==> src/sscs_pkg.sv <==
package sscs_pkg;

    // Input operation codes
    typedef enum logic [1:0] {
        OP_TICK  = 2'd0,
        OP_PULSE = 2'd1,
        OP_SPEED = 2'd2
    } op_t;

    // Sequencer phases
    typedef enum logic [2:0] {
        PH_CLOSE_HOLD     = 3'd0,
        PH_PICK_SETTLE    = 3'd1,
        PH_PICK_MOVE      = 3'd2,
        PH_OPEN_HOLD      = 3'd3,
        PH_XFER_SETTLE    = 3'd4,
        PH_XFER_MOVE      = 3'd5
    } phase_t;

    typedef enum logic [1:0] {
        KIND_ONE  = 2'd0,
        KIND_CONV = 2'd1,
        KIND_TWO  = 2'd2
    } kind_t;

    // Register indexes on the configuration port
    typedef enum logic [2:0] {
        REG_PICKUP   = 3'd0,
        REG_DIG      = 3'd1,
        REG_LEAD     = 3'd2,
        REG_CONVEYOR = 3'd3,
        REG_HOLD     = 3'd4,
        REG_SETTLE   = 3'd5
    } reg_idx_t;

    localparam int ADDR_W = 5;
    localparam int NUM_MOTORS = 4;

    localparam int MOT_PICK = 0;
    localparam int MOT_DIG  = 1;
    localparam int MOT_LEAD = 2;
    localparam int MOT_CONV = 3;

    localparam logic [10:0] SERVO_CLOSED   = 11'd630;
    localparam logic [10:0] SERVO_RELEASED = 11'd210;
    localparam logic [10:0] START_COMPARE  = 11'd100;

    localparam logic [7:0]  CHAR_A = 8'h41;
    localparam logic [7:0]  CHAR_B = 8'h42;
    localparam logic [7:0]  CHAR_C = 8'h43;

    localparam logic [11:0] PERIOD_A  = 12'd2399;
    localparam logic [11:0] PERIOD_B  = 12'd199;
    localparam logic [11:0] PERIOD_C  = 12'd1199;
    localparam logic [10:0] COMPARE_A = 11'd1200;
    localparam logic [10:0] COMPARE_B = 11'd100;
    localparam logic [10:0] COMPARE_C = 11'd600;

    localparam logic [15:0] RST_PICKUP_STEPS   = 16'd400;
    localparam logic [15:0] RST_DIG_STEPS      = 16'd1000;
    localparam logic [15:0] RST_LEAD_STEPS     = 16'd3200;
    localparam logic [15:0] RST_CONVEYOR_STEPS = 16'd300;
    localparam logic [15:0] RST_HOLD_TICKS     = 16'd500;
    localparam logic [7:0]  RST_SETTLE_TICKS   = 8'd2;

    typedef struct packed {
        logic [1:0] operation;
        logic [3:0] pulse_mask;
        logic [7:0] command_byte;
    } in_item_t;

    typedef struct packed {
        logic [2:0]  phase;
        logic [11:0] step_period;
        logic [10:0] pickup_compare;
        logic [10:0] dig_compare;
        logic [10:0] lead_compare;
        logic [10:0] conveyor_compare;
        logic [3:0]  direction_bits;
        logic [10:0] servo_pulse;
        logic [2:0]  indicator_bits;
        logic [3:0]  cycle_position;
        logic        counter_restart;
    } out_item_t;

endpackage

==> src/servo_stepper_cycle_sequencer_core.sv <==
// Servo gripper and stepper cycle sequencer.
//
// Input channel (s_valid/s_ready/s_item): one item per event - a millisecond
// tick, a set of finished step pulses, or a speed command byte. Every item
// produces exactly one result item on the output channel (m_valid/m_ready/
// m_item) showing the sequencer state after that event.
//
// Flow: an item accepted at a clock edge is captured in the input register,
// worked through one level of compare/increment logic, and registered into the
// result register (raising m_valid) once that is empty or being drained.
// Throughput is one item per cycle while the output is not stalled; the state
// update of one item is finished before the next item leaves the input register.
//
// Stall: while m_valid is high and m_ready low, the result register holds and
// the input register fills; s_ready drops only once both are occupied.
//
// Reset (aresetn low at a clock edge): both channels empty, servo closed,
// close-hold phase, all motors idle, step period 199, registers at defaults.
// Configuration (APB, pready always high) is to be written by the user only while idle; the block does not enforce it.
module servo_stepper_cycle_sequencer_core #(
    parameter int PLANTS_PER_HALF = 8
) (
    input  logic                          aclk,
    input  logic                          aresetn,
    input  logic                          s_valid,
    output logic                          s_ready,
    input  sscs_pkg::in_item_t            s_item,
    output logic                          m_valid,
    input  logic                          m_ready,
    output sscs_pkg::out_item_t           m_item,
    input  logic                          psel,
    input  logic                          penable,
    input  logic                          pwrite,
    input  logic [sscs_pkg::ADDR_W-1:0]   paddr,
    input  logic [31:0]                   pwdata,
    output logic [31:0]                   prdata,
    output logic                          pready
);
    import sscs_pkg::*;

    // Position counter must hold 2*PLANTS_PER_HALF and still show 4 bits
    localparam int PosBits = $clog2(2 * PLANTS_PER_HALF + 1);
    localparam int PosW    = (PosBits > 4) ? PosBits : 4;
    localparam logic [PosW-1:0] PosHalf = PosW'(PLANTS_PER_HALF);
    localparam logic [PosW-1:0] PosWrap = PosW'(2 * PLANTS_PER_HALF);

    // Configuration registers
    logic [15:0] pickup_steps_reg;
    logic [15:0] dig_steps_reg;
    logic [15:0] lead_steps_reg;
    logic [15:0] conveyor_steps_reg;
    logic [15:0] hold_ticks_reg;
    logic [7:0]  settle_ticks_reg;

    // Pipeline registers
    logic      in_valid_reg;
    in_item_t  in_reg;
    logic      out_valid_reg;
    out_item_t out_reg;
    logic      advance;

    // Sequencer state
    phase_t          phase_reg, phase_next;
    kind_t           kind_reg, kind_next;
    logic [15:0]     delay_reg, delay_next;
    logic [PosW-1:0] pos_reg, pos_next;
    logic [15:0]     done_reg   [NUM_MOTORS];
    logic [15:0]     done_next  [NUM_MOTORS];
    logic [15:0]     target_reg [NUM_MOTORS];
    logic [15:0]     target_next[NUM_MOTORS];
    logic [10:0]     cmp_reg    [NUM_MOTORS];
    logic [10:0]     cmp_next   [NUM_MOTORS];
    logic [11:0]     period_reg, period_next;
    logic [3:0]      dir_reg, dir_next;
    logic [2:0]      ind_reg, ind_next;
    logic [10:0]     servo_reg, servo_next;

    // Shared event decode
    logic            is_tick;
    logic            is_pulse;
    logic            is_speed;
    logic [15:0]     hold_limit;
    logic [15:0]     delay_inc;
    logic            hold_hit;
    logic            pick_idle;
    logic            xfer_idle;
    logic [PosW-1:0] pos_inc;
    kind_t           kind_new;
    logic [3:0]      start_mask;
    logic [15:0]     motor_steps[NUM_MOTORS];
    logic            speed_hit;
    logic [11:0]     speed_period;
    logic [10:0]     speed_cmp;
    out_item_t       result;

    // ---------------------------------------------------------------------
    // Handshake: advance the input register into the result register
    // whenever the result register is empty or being drained.
    // ---------------------------------------------------------------------
    assign advance = in_valid_reg && (!out_valid_reg || m_ready);
    assign s_ready = !in_valid_reg || advance;
    assign m_valid = out_valid_reg;
    assign m_item  = out_reg;

    always_ff @(posedge aclk) begin
        if (!aresetn) begin
            in_valid_reg  <= 1'b0;
            out_valid_reg <= 1'b0;
        end else begin
            if (s_ready) begin
                in_valid_reg <= s_valid;
            end
            if (advance) begin
                out_valid_reg <= 1'b1;
            end else if (m_ready) begin
                out_valid_reg <= 1'b0;
            end
        end
    end

    // Payload registers carry no reset
    always_ff @(posedge aclk) begin
        if (s_valid && s_ready) begin
            in_reg <= s_item;
        end
        if (advance) begin
            out_reg <= result;
        end
    end

    // ---------------------------------------------------------------------
    // Configuration port
    // ---------------------------------------------------------------------
    assign pready = 1'b1;

    always_ff @(posedge aclk) begin
        if (!aresetn) begin
            pickup_steps_reg   <= RST_PICKUP_STEPS;
            dig_steps_reg      <= RST_DIG_STEPS;
            lead_steps_reg     <= RST_LEAD_STEPS;
            conveyor_steps_reg <= RST_CONVEYOR_STEPS;
            hold_ticks_reg     <= RST_HOLD_TICKS;
            settle_ticks_reg   <= RST_SETTLE_TICKS;
        end else if (psel && penable && pwrite && pready) begin
            unique case (reg_idx_t'(paddr[4:2]))
                REG_PICKUP:   pickup_steps_reg   <= pwdata[15:0];
                REG_DIG:      dig_steps_reg      <= pwdata[15:0];
                REG_LEAD:     lead_steps_reg     <= pwdata[15:0];
                REG_CONVEYOR: conveyor_steps_reg <= pwdata[15:0];
                REG_HOLD:     hold_ticks_reg     <= pwdata[15:0];
                REG_SETTLE:   settle_ticks_reg   <= pwdata[7:0];
                default: ;
            endcase
        end
    end

    always_comb begin
        unique case (reg_idx_t'(paddr[4:2]))
            REG_PICKUP:   prdata = {16'd0, pickup_steps_reg};
            REG_DIG:      prdata = {16'd0, dig_steps_reg};
            REG_LEAD:     prdata = {16'd0, lead_steps_reg};
            REG_CONVEYOR: prdata = {16'd0, conveyor_steps_reg};
            REG_HOLD:     prdata = {16'd0, hold_ticks_reg};
            REG_SETTLE:   prdata = {24'd0, settle_ticks_reg};
            default:      prdata = 32'd0;
        endcase
    end

    // ---------------------------------------------------------------------
    // Event decode and shared compares
    // ---------------------------------------------------------------------
    assign is_tick  = in_reg.operation == OP_TICK;
    assign is_pulse = in_reg.operation == OP_PULSE;
    assign is_speed = in_reg.operation == OP_SPEED;

    // Hold phases count against the servo hold, settle phases against settle;
    // a limit of zero ends the phase on the first tick as well.
    assign hold_limit = (phase_reg == PH_CLOSE_HOLD || phase_reg == PH_OPEN_HOLD)
                        ? hold_ticks_reg : {8'd0, settle_ticks_reg};
    assign delay_inc  = delay_reg + 16'd1;
    assign hold_hit   = delay_inc >= hold_limit;

    assign pick_idle = (target_reg[MOT_PICK] == 16'd0) && (target_reg[MOT_DIG] == 16'd0);
    assign xfer_idle = pick_idle && ((kind_reg == KIND_CONV) ? target_reg[MOT_CONV] == 16'd0
                                                             : target_reg[MOT_LEAD] == 16'd0);

    // Next transfer kind, picked when the open hold ends
    assign pos_inc = pos_reg + PosW'(1);

    always_comb begin
        if (pos_inc == PosHalf || pos_inc == PosWrap) begin
            kind_new = KIND_CONV;
        end else if (pos_inc < PosHalf) begin
            kind_new = KIND_ONE;
        end else begin
            kind_new = KIND_TWO;
        end
    end

    assign motor_steps[MOT_PICK] = pickup_steps_reg;
    assign motor_steps[MOT_DIG]  = dig_steps_reg;
    assign motor_steps[MOT_LEAD] = lead_steps_reg;
    assign motor_steps[MOT_CONV] = conveyor_steps_reg;

    always_comb begin
        speed_hit    = 1'b1;
        speed_period = PERIOD_B;
        speed_cmp    = COMPARE_B;
        case (in_reg.command_byte)
            CHAR_A: begin
                speed_period = PERIOD_A;
                speed_cmp    = COMPARE_A;
            end
            CHAR_B: begin
                speed_period = PERIOD_B;
                speed_cmp    = COMPARE_B;
            end
            CHAR_C: begin
                speed_period = PERIOD_C;
                speed_cmp    = COMPARE_C;
            end
            default: speed_hit = 1'b0;
        endcase
    end

    // ---------------------------------------------------------------------
    // Phase sequencing: next state
    // ---------------------------------------------------------------------
    always_comb begin
        phase_next = phase_reg;
        if (is_tick) begin
            unique case (phase_reg)
                PH_CLOSE_HOLD:  if (hold_hit)  phase_next = PH_PICK_SETTLE;
                PH_PICK_SETTLE: if (hold_hit)  phase_next = PH_PICK_MOVE;
                PH_PICK_MOVE:   if (pick_idle) phase_next = PH_OPEN_HOLD;
                PH_OPEN_HOLD:   if (hold_hit)  phase_next = PH_XFER_SETTLE;
                PH_XFER_SETTLE: if (hold_hit)  phase_next = PH_XFER_MOVE;
                PH_XFER_MOVE:   if (xfer_idle) phase_next = PH_CLOSE_HOLD;
                default:                       phase_next = PH_CLOSE_HOLD;
            endcase
        end
    end

    // ---------------------------------------------------------------------
    // Phase sequencing: datapath updates on ticks
    // ---------------------------------------------------------------------
    always_comb begin
        kind_next  = kind_reg;
        delay_next = delay_reg;
        pos_next   = pos_reg;
        dir_next   = dir_reg;
        ind_next   = ind_reg;
        servo_next = servo_reg;
        start_mask = 4'd0;
        if (is_tick) begin
            unique case (phase_reg) inside
                PH_CLOSE_HOLD, PH_PICK_SETTLE, PH_OPEN_HOLD, PH_XFER_SETTLE: begin
                    delay_next = hold_hit ? 16'd0 : delay_inc;
                end
                default: ;
            endcase
            unique case (phase_reg)
                PH_CLOSE_HOLD: begin
                    if (hold_hit) begin
                        dir_next[MOT_PICK] = 1'b1;
                        dir_next[MOT_DIG]  = 1'b0;
                    end
                end
                PH_PICK_SETTLE: begin
                    if (hold_hit) begin
                        start_mask[MOT_PICK] = 1'b1;
                        start_mask[MOT_DIG]  = 1'b1;
                    end
                end
                PH_PICK_MOVE: begin
                    if (pick_idle) begin
                        servo_next = SERVO_RELEASED;
                        delay_next = 16'd0;
                    end
                end
                PH_OPEN_HOLD: begin
                    if (hold_hit) begin
                        kind_next = kind_new;
                        pos_next  = (pos_inc >= PosWrap) ? '0 : pos_inc;
                        case (kind_new)
                            KIND_ONE: begin
                                ind_next           = 3'b001;
                                dir_next[MOT_PICK] = 1'b0;
                                dir_next[MOT_DIG]  = 1'b1;
                                dir_next[MOT_LEAD] = 1'b1;
                            end
                            KIND_CONV: begin
                                ind_next           = 3'b010;
                                dir_next[MOT_PICK] = 1'b1;
                                dir_next[MOT_DIG]  = 1'b0;
                                dir_next[MOT_CONV] = 1'b0;
                            end
                            default: begin
                                ind_next           = 3'b100;
                                dir_next[MOT_PICK] = 1'b0;
                                dir_next[MOT_DIG]  = 1'b1;
                                dir_next[MOT_LEAD] = 1'b0;
                            end
                        endcase
                    end
                end
                PH_XFER_SETTLE: begin
                    if (hold_hit) begin
                        start_mask[MOT_PICK] = 1'b1;
                        start_mask[MOT_DIG]  = 1'b1;
                        if (kind_reg == KIND_CONV) begin
                            start_mask[MOT_CONV] = 1'b1;
                        end else begin
                            start_mask[MOT_LEAD] = 1'b1;
                        end
                    end
                end
                PH_XFER_MOVE: begin
                    if (xfer_idle) begin
                        servo_next = SERVO_CLOSED;
                        delay_next = 16'd0;
                    end
                end
                default: begin
                    servo_next = SERVO_CLOSED;
                    delay_next = 16'd0;
                end
            endcase
        end
    end

    // ---------------------------------------------------------------------
    // Per-motor step counting, starts and speed commands
    // ---------------------------------------------------------------------
    always_comb begin
        logic [15:0] step_inc;
        period_next = period_reg;
        if (is_speed && speed_hit) begin
            period_next = speed_period;
        end
        for (int k = 0; k < NUM_MOTORS; k++) begin
            done_next[k]   = done_reg[k];
            target_next[k] = target_reg[k];
            cmp_next[k]    = cmp_reg[k];
            step_inc       = done_reg[k] + 16'd1;
            // Start: load the target only on an idle motor
            if (start_mask[k]) begin
                cmp_next[k] = START_COMPARE;
                if (target_reg[k] == 16'd0) begin
                    target_next[k] = motor_steps[k];
                    done_next[k]   = 16'd0;
                end
            end
            // Count a finished pulse; drop the compare at the target
            if (is_pulse && in_reg.pulse_mask[k] && target_reg[k] != 16'd0) begin
                done_next[k] = step_inc;
                if (step_inc >= target_reg[k]) begin
                    cmp_next[k]    = 11'd0;
                    target_next[k] = 16'd0;
                end
            end
            if (is_speed && speed_hit) begin
                cmp_next[k] = speed_cmp;
            end
        end
    end

    always_ff @(posedge aclk) begin
        if (!aresetn) begin
            phase_reg  <= PH_CLOSE_HOLD;
            kind_reg   <= KIND_ONE;
            delay_reg  <= 16'd0;
            pos_reg    <= '0;
            period_reg <= PERIOD_B;
            dir_reg    <= 4'd0;
            ind_reg    <= 3'd0;
            servo_reg  <= SERVO_CLOSED;
            for (int k = 0; k < NUM_MOTORS; k++) begin
                done_reg[k]   <= 16'd0;
                target_reg[k] <= 16'd0;
                cmp_reg[k]    <= 11'd0;
            end
        end else if (advance) begin
            phase_reg  <= phase_next;
            kind_reg   <= kind_next;
            delay_reg  <= delay_next;
            pos_reg    <= pos_next;
            period_reg <= period_next;
            dir_reg    <= dir_next;
            ind_reg    <= ind_next;
            servo_reg  <= servo_next;
            for (int k = 0; k < NUM_MOTORS; k++) begin
                done_reg[k]   <= done_next[k];
                target_reg[k] <= target_next[k];
                cmp_reg[k]    <= cmp_next[k];
            end
        end
    end

    // Result shows the state after this item
    always_comb begin
        result.phase            = phase_next;
        result.step_period      = period_next;
        result.pickup_compare   = cmp_next[MOT_PICK];
        result.dig_compare      = cmp_next[MOT_DIG];
        result.lead_compare     = cmp_next[MOT_LEAD];
        result.conveyor_compare = cmp_next[MOT_CONV];
        result.direction_bits   = dir_next;
        result.servo_pulse      = servo_next;
        result.indicator_bits   = ind_next;
        result.cycle_position   = pos_next[3:0];
        result.counter_restart  = is_speed;
    end

endmodule

==> config.mk <==
export PLATFORM = sky130hd
export DESIGN_NAME = servo_stepper_cycle_sequencer_core
export DESIGN_NICKNAME = d
export VERILOG_FILES = /design/src/sscs_pkg.sv /design/src/servo_stepper_cycle_sequencer_core.sv
export SDC_FILE = /design/constraint.sdc
export NUM_CORES = 1
export LEC_CHECK = 0
export BUFFER_PORTS_ARGS = -buffer_cell sky130_fd_sc_hd__buf_2
export CAP_MARGIN = 20
export CORE_MARGIN = 2
export CORE_UTILIZATION = 55
export CTS_BUF_LIST = sky130_fd_sc_hd__clkbuf_4
export DETAILED_ROUTE_END_ITERATION = 10
export PLACE_DENSITY = 0.74
export SYNTH_ARGS = -nofsm -noshare
export SYNTH_HDL_FRONTEND = slang
export SYNTH_SLANG_ARGS = --single-unit
==> constraint.sdc <==
create_clock -name aclk -period 6.12 [get_ports aclk]
set_input_delay 0.306 -clock aclk [delete_from_list [all_inputs] [get_ports aclk]]
set_output_delay 0.306 -clock aclk [all_outputs]
set_load 0.1 [all_outputs]
* After elaboration in Yosys (flattened, before gate mapping) *
Memories as Yosys holds them, arrays and structs flattened.
Cells that the tools add are included.

operators by class
  reduce and logical (&&, ||, !) cells = 44
  bitwise gates (word level) = 12
  add/subtract/negate cells = 6
  mux-type cells = 111
  $lt $le $gt $ge = 7
  equality and inequality tests = 19

operators by type and width
  operator               count
  $mux 16                41
  $mux 11                23
  $pmux 16 s6            1
  $add 16x1->16 const B  5
  $ge 16x16->1           5
  $logic_not 16->1       4
  $reduce_bool 16->1     4
  $pmux 16 s3            1
  $pmux 11 s3            1
  $mux 3                 10
  $mux 4                 7
  $eq 8x7->1 const B     3
  $pmux 12 s2            1
  $pmux 11 s2            1
  $pmux 3 s6             1
  $logic_and 1x1->1      15
  $mux 2                 7
  $reduce_and 2->1       7
  $eq 3x2->1 const B     4
  $eq 3x3->1 const B     4
  $mux 12                1
  $or 1x1->1             12
  $mux 1                 11
  $pmux 2 s2             2
  19 further kinds       28

storage, ports and cells
  word-level logic and storage cells = 233
  flip-flop bits (word level) = 242
  output and inout bits = 117
  RAM bits = 172
  memories kept = 3

memory list
  memory      depth  bits a word  read ports  clocked after Yosys merged registers in  wr ports  line                                      source
  done_reg    4      16           4           0                                        4         servo_stepper_cycle_sequencer_core.sv:67  logic [15:0] done_reg [NUM_MOTORS];
  target_reg  4      16           4           0                                        4         servo_stepper_cycle_sequencer_core.sv:69  logic [15:0] target_reg [NUM_MOTORS];
  cmp_reg     4      11           4           0                                        4         servo_stepper_cycle_sequencer_core.sv:71  logic [10:0] cmp_reg [NUM_MOTORS];

* Depth between registers and ports, before layout *
  depth in word-level cells = 12
  mapped depth = 15

* Least setup slack after synthesis *
OpenSTA, ideal clock, no wires.

  path type = register -> register
  start point = register, netlist name phase_reg[0]
  end point = memory done_reg[3][0], enable pin
  library setup time = 0.411 ns
  stages on the path, launching flop included = 15
  data arrival time = 4.485 ns
  slack = 1.224 ns
  required time = 5.709 ns
  cells stage by stage = dfxtp_1 -> clkbuf_1 -> xor2_1 -> nor2_1 -> clkbuf_1 -> mux2i_1 -> ha_1 -> a21o_1 -> a31oi_1 -> o21ai_0 -> a21o_1 -> buf_4 -> buf_2 -> a21oi_1 -> o21ai_0

RTL lines
  what              line
  end: declaration  servo_stepper_cycle_sequencer_core.sv:67

==> results.json <==
{
  "status": "finished clean",
  "period_needed_ns": 4.96,
  "max_freq_ghz": 0.202,
  "vias_per_cell": 5.93,
  "largest_register_ffs": 82,
  "clk_pin_slew_ns": 0.07,
  "drv_cap": 0,
  "totalWireLength_um": 52300,
  "fin_setup_tns_ns": 0,
  "clkSinkCount": 414,
  "syn-mean-instance-area_sq_um": 10.2,
  "slew_viol_final": 0,
  "p_leak_nw": 9.21,
  "ir_drop_uv": 149,
  "drtIter0Drc": 1421,
  "synth_edf_count": 268,
  "final_cell_mix": "nand2_1 (269), edfxtp_1 (268), clkbuf_4 (168)",
  "place.port_buffers": 139,
  "grt_usage_pct": 26.8,
  "post-route-drc-count": 0,
  "skew_ns": 0.0513,
  "seq_area_frac_synth_pct": 53.4,
  "antenna_found_initial": 1,
  "drive_gt1_share_pct": 17.1,
  "worst_pin_slew_ns": 1.19,
  "synthFlopType": "edfxtp_1",
  "first_global_vias": 15475,
  "h-tree-depth": 3,
  "worst_setup_path_end_kind": "flop",
  "synth.distinct_cells": 70,
  "cts_made_buffers": 105,
  "power_w": 0.00636,
  "grt_max_degree": 88,
  "cts-root-buf": "clkbuf_4",
  "die_h_um": 197,
  "final_common_cell": "nand2_1",
  "setup_viol": 0,
  "hold_viol": 0,
  "pre_cts_slack_ns": 1.32,
  "async_flop_share_pct": 0,
  "via_count": 16413,
  "initial_core_util_pct": 56.0,
  "crit_fanout": 27,
  "ys_ff_latch": 414,
  "num_rows": 70,
  "dieArea_sq_mm": 0.0389,
  "place_area_sq_mm": 0.0216,
  "p_per_area_mw_per_mm2": 273,
  "hold_class": "in2reg",
  "wl_per_cell_um": 18.9,
  "pin_count": 175,
  "start_kind": "flop",
  "fin_ws_ns": 1.16,
  "dp_hpwl_um": 35900,
  "first_pass_iters": 6,
  "clk_path_buf_depth": 3,
  "synth_area_sq_mm": 0.0205,
  "yosys_warnings": 0,
  "cp.arrival_ns": 5.55,
  "postLayoutCellArea_sq_mm": 0.0233,
  "place_congestion": 0.924,
  "nFillCells": 2941,
  "grt_first_pass_wirelength_um": 81800,
  "area_growth_pct": 13.6,
  "drtAntennaViolNets": 0,
  "coreArea_sq_mm": 0.0367,
  "final.period_utilization_pct": 81.0,
  "cts_tree": "built",
  "critPathKind": "reg2reg",
  "timing.slew.headroom_pct": 21.0,
  "dp_cells": 2536,
  "fin_cells": 2767,
  "nNetsFinal": 2354,
  "grt_overflow": 0,
  "rsz0062_at_grt": "false",
  "syn-instance-count": 2005,
  "postCtsSetupRepairBufs": 0,
  "dieWidth_um": 197,
  "clk_latency_ns": 0.80,
  "worstPathRequired_ns": 6.72
}
[power by group]
part	internal, W	switching [W]
clock	0.00133	0.00115
sequential	0.00308	0.0000579
combinational	0.000178	0.000568
total	0.00459	0.00177
[final cells by class]
| type | instances | area [sq um] | area share, % |
|---|---|---|---|
| diodes | 2 | 5.00 | 0.0215 |
| clock buffers | 168 | 1260 | 5.41 |
| clock inverters | 27 | 168 | 0.719 |
| inverters | 141 | 531 | 2.27 |
| multi-input cells | 1349 | 8580 | 36.8 |
| flip-flops and latches | 414 | 11000 | 47.0 |
| well taps | 468 | 586 | 2.51 |
| repair buffers | 198 | 1230 | 5.27 |
[logic make-up (layout without fill, tap and decap cells)]
kind of cell,after synthesis,after routing,synth area share (%)
buffers and inverters,257,534,5.19
muxes,52,52,2.98
AOI/OAI and AO/OA,386,386,12.3
adders and majority gates,87,87,5.30
DFF,414,414,53.4
xor gates and xnor gates,75,75,3.20
other,2,19,0.0366
and+or+nand+nor,732,732,17.6
[per-layer routing]
layer | wire length, um | track usage [%] | vias up
met5 | 0 | 0 | -
met3 | 4280 | 5.87 | 113
met4 | 1650 | 10.7 | 0
li1 | - | - | 7771
met2 | 24100 | 42.1 | 692
met1 | 22300 | 36.3 | 7837
[stage by stage]
step           util, %  hold slack, ns
2_1_floorplan        -           0.405
3_3_place_gp      58.7           0.420
3_5_place_dp      58.7           0.422
4_1_cts           63.5          0.0191
5_1_grt           63.6          0.0684
6_report          63.6           0.113
[what timing repair did]
| action | CTS | global route |
|---|---|---|
| hold endpoints to repair | 104 | 0 |
| gates resized for setup | 0 | 0 |
| hold buffers | 33 | 0 |
[synthesized netlist by cell type, drive strengths merged (7+ instances only)]
| cell | number | area (sq um) |
|---|---|---|
| nand2 | 270 | 1010 |
| edfxtp | 268 | 8050 |
| dfxtp | 146 | 2920 |
| inv | 140 | 526 |
| a21oi | 138 | 691 |
| nor2 | 98 | 368 |
| ha | 87 | 1090 |
| nand3 | 84 | 420 |
| clkbuf | 72 | 270 |
| and3 | 55 | 344 |
| nand4 | 51 | 319 |
| o21ai | 48 | 244 |
| xnor2 | 47 | 412 |
| buf | 44 | 267 |
| o22ai | 44 | 275 |
| nor2b | 40 | 250 |
| mux2i | 33 | 330 |
| nor3 | 32 | 160 |
| xor2 | 28 | 245 |
| o31ai | 22 | 165 |
| nor4 | 20 | 125 |
| o41ai | 20 | 205 |
| a22oi | 18 | 135 |
| nand2b | 16 | 100 |
| or2 | 14 | 87.6 |
| a211oi | 13 | 97.6 |
| a31oi | 13 | 81.3 |
| and4 | 13 | 114 |
| mux2 | 13 | 146 |
| a221oi | 12 | 111 |
| o211ai | 11 | 82.6 |
| nor3b | 9 | 72.6 |
| nor4b | 9 | 104 |
| a21o | 8 | 60.1 |
| a221o | 7 | 70.1 |
| and2 | 7 | 43.8 |
[final timing paths]
kind | depth (start not counted) | from | to | slack [ns]
setup / recovery | 12 | delay_reg[6]$_SDFFE_PN0P_ | target_reg[3][1]$_SDFFCE_PN0P_ | 1.16
hold / removal | 3 | aresetn | period_reg[6]$_SDFFE_PN1P_ | 0.11
setup reg to reg | 12 | delay_reg[6]$_SDFFE_PN0P_ | target_reg[3][1]$_SDFFCE_PN0P_ | 1.16
hold reg to reg | 1 | servo_reg[1]$_SDFFE_PN1P_ | servo_reg[1]$_SDFFE_PN1P_ | 0.44
[worst max-delay path, stage by stage (launching register included)]
cell and delay [ns]:
dfxtp_1 0.50, nand2_1 0.12, nor3_1 0.45, and4_1 0.38
nand3_1 0.13, xnor2_1 0.17, ha_1 0.31, nand4_1 0.13
nor3_1 0.69, a21o_2 0.53, buf_4 0.35, nand4_1 0.60
o22ai_1 0.36
(Power assumes the default switching activity.)
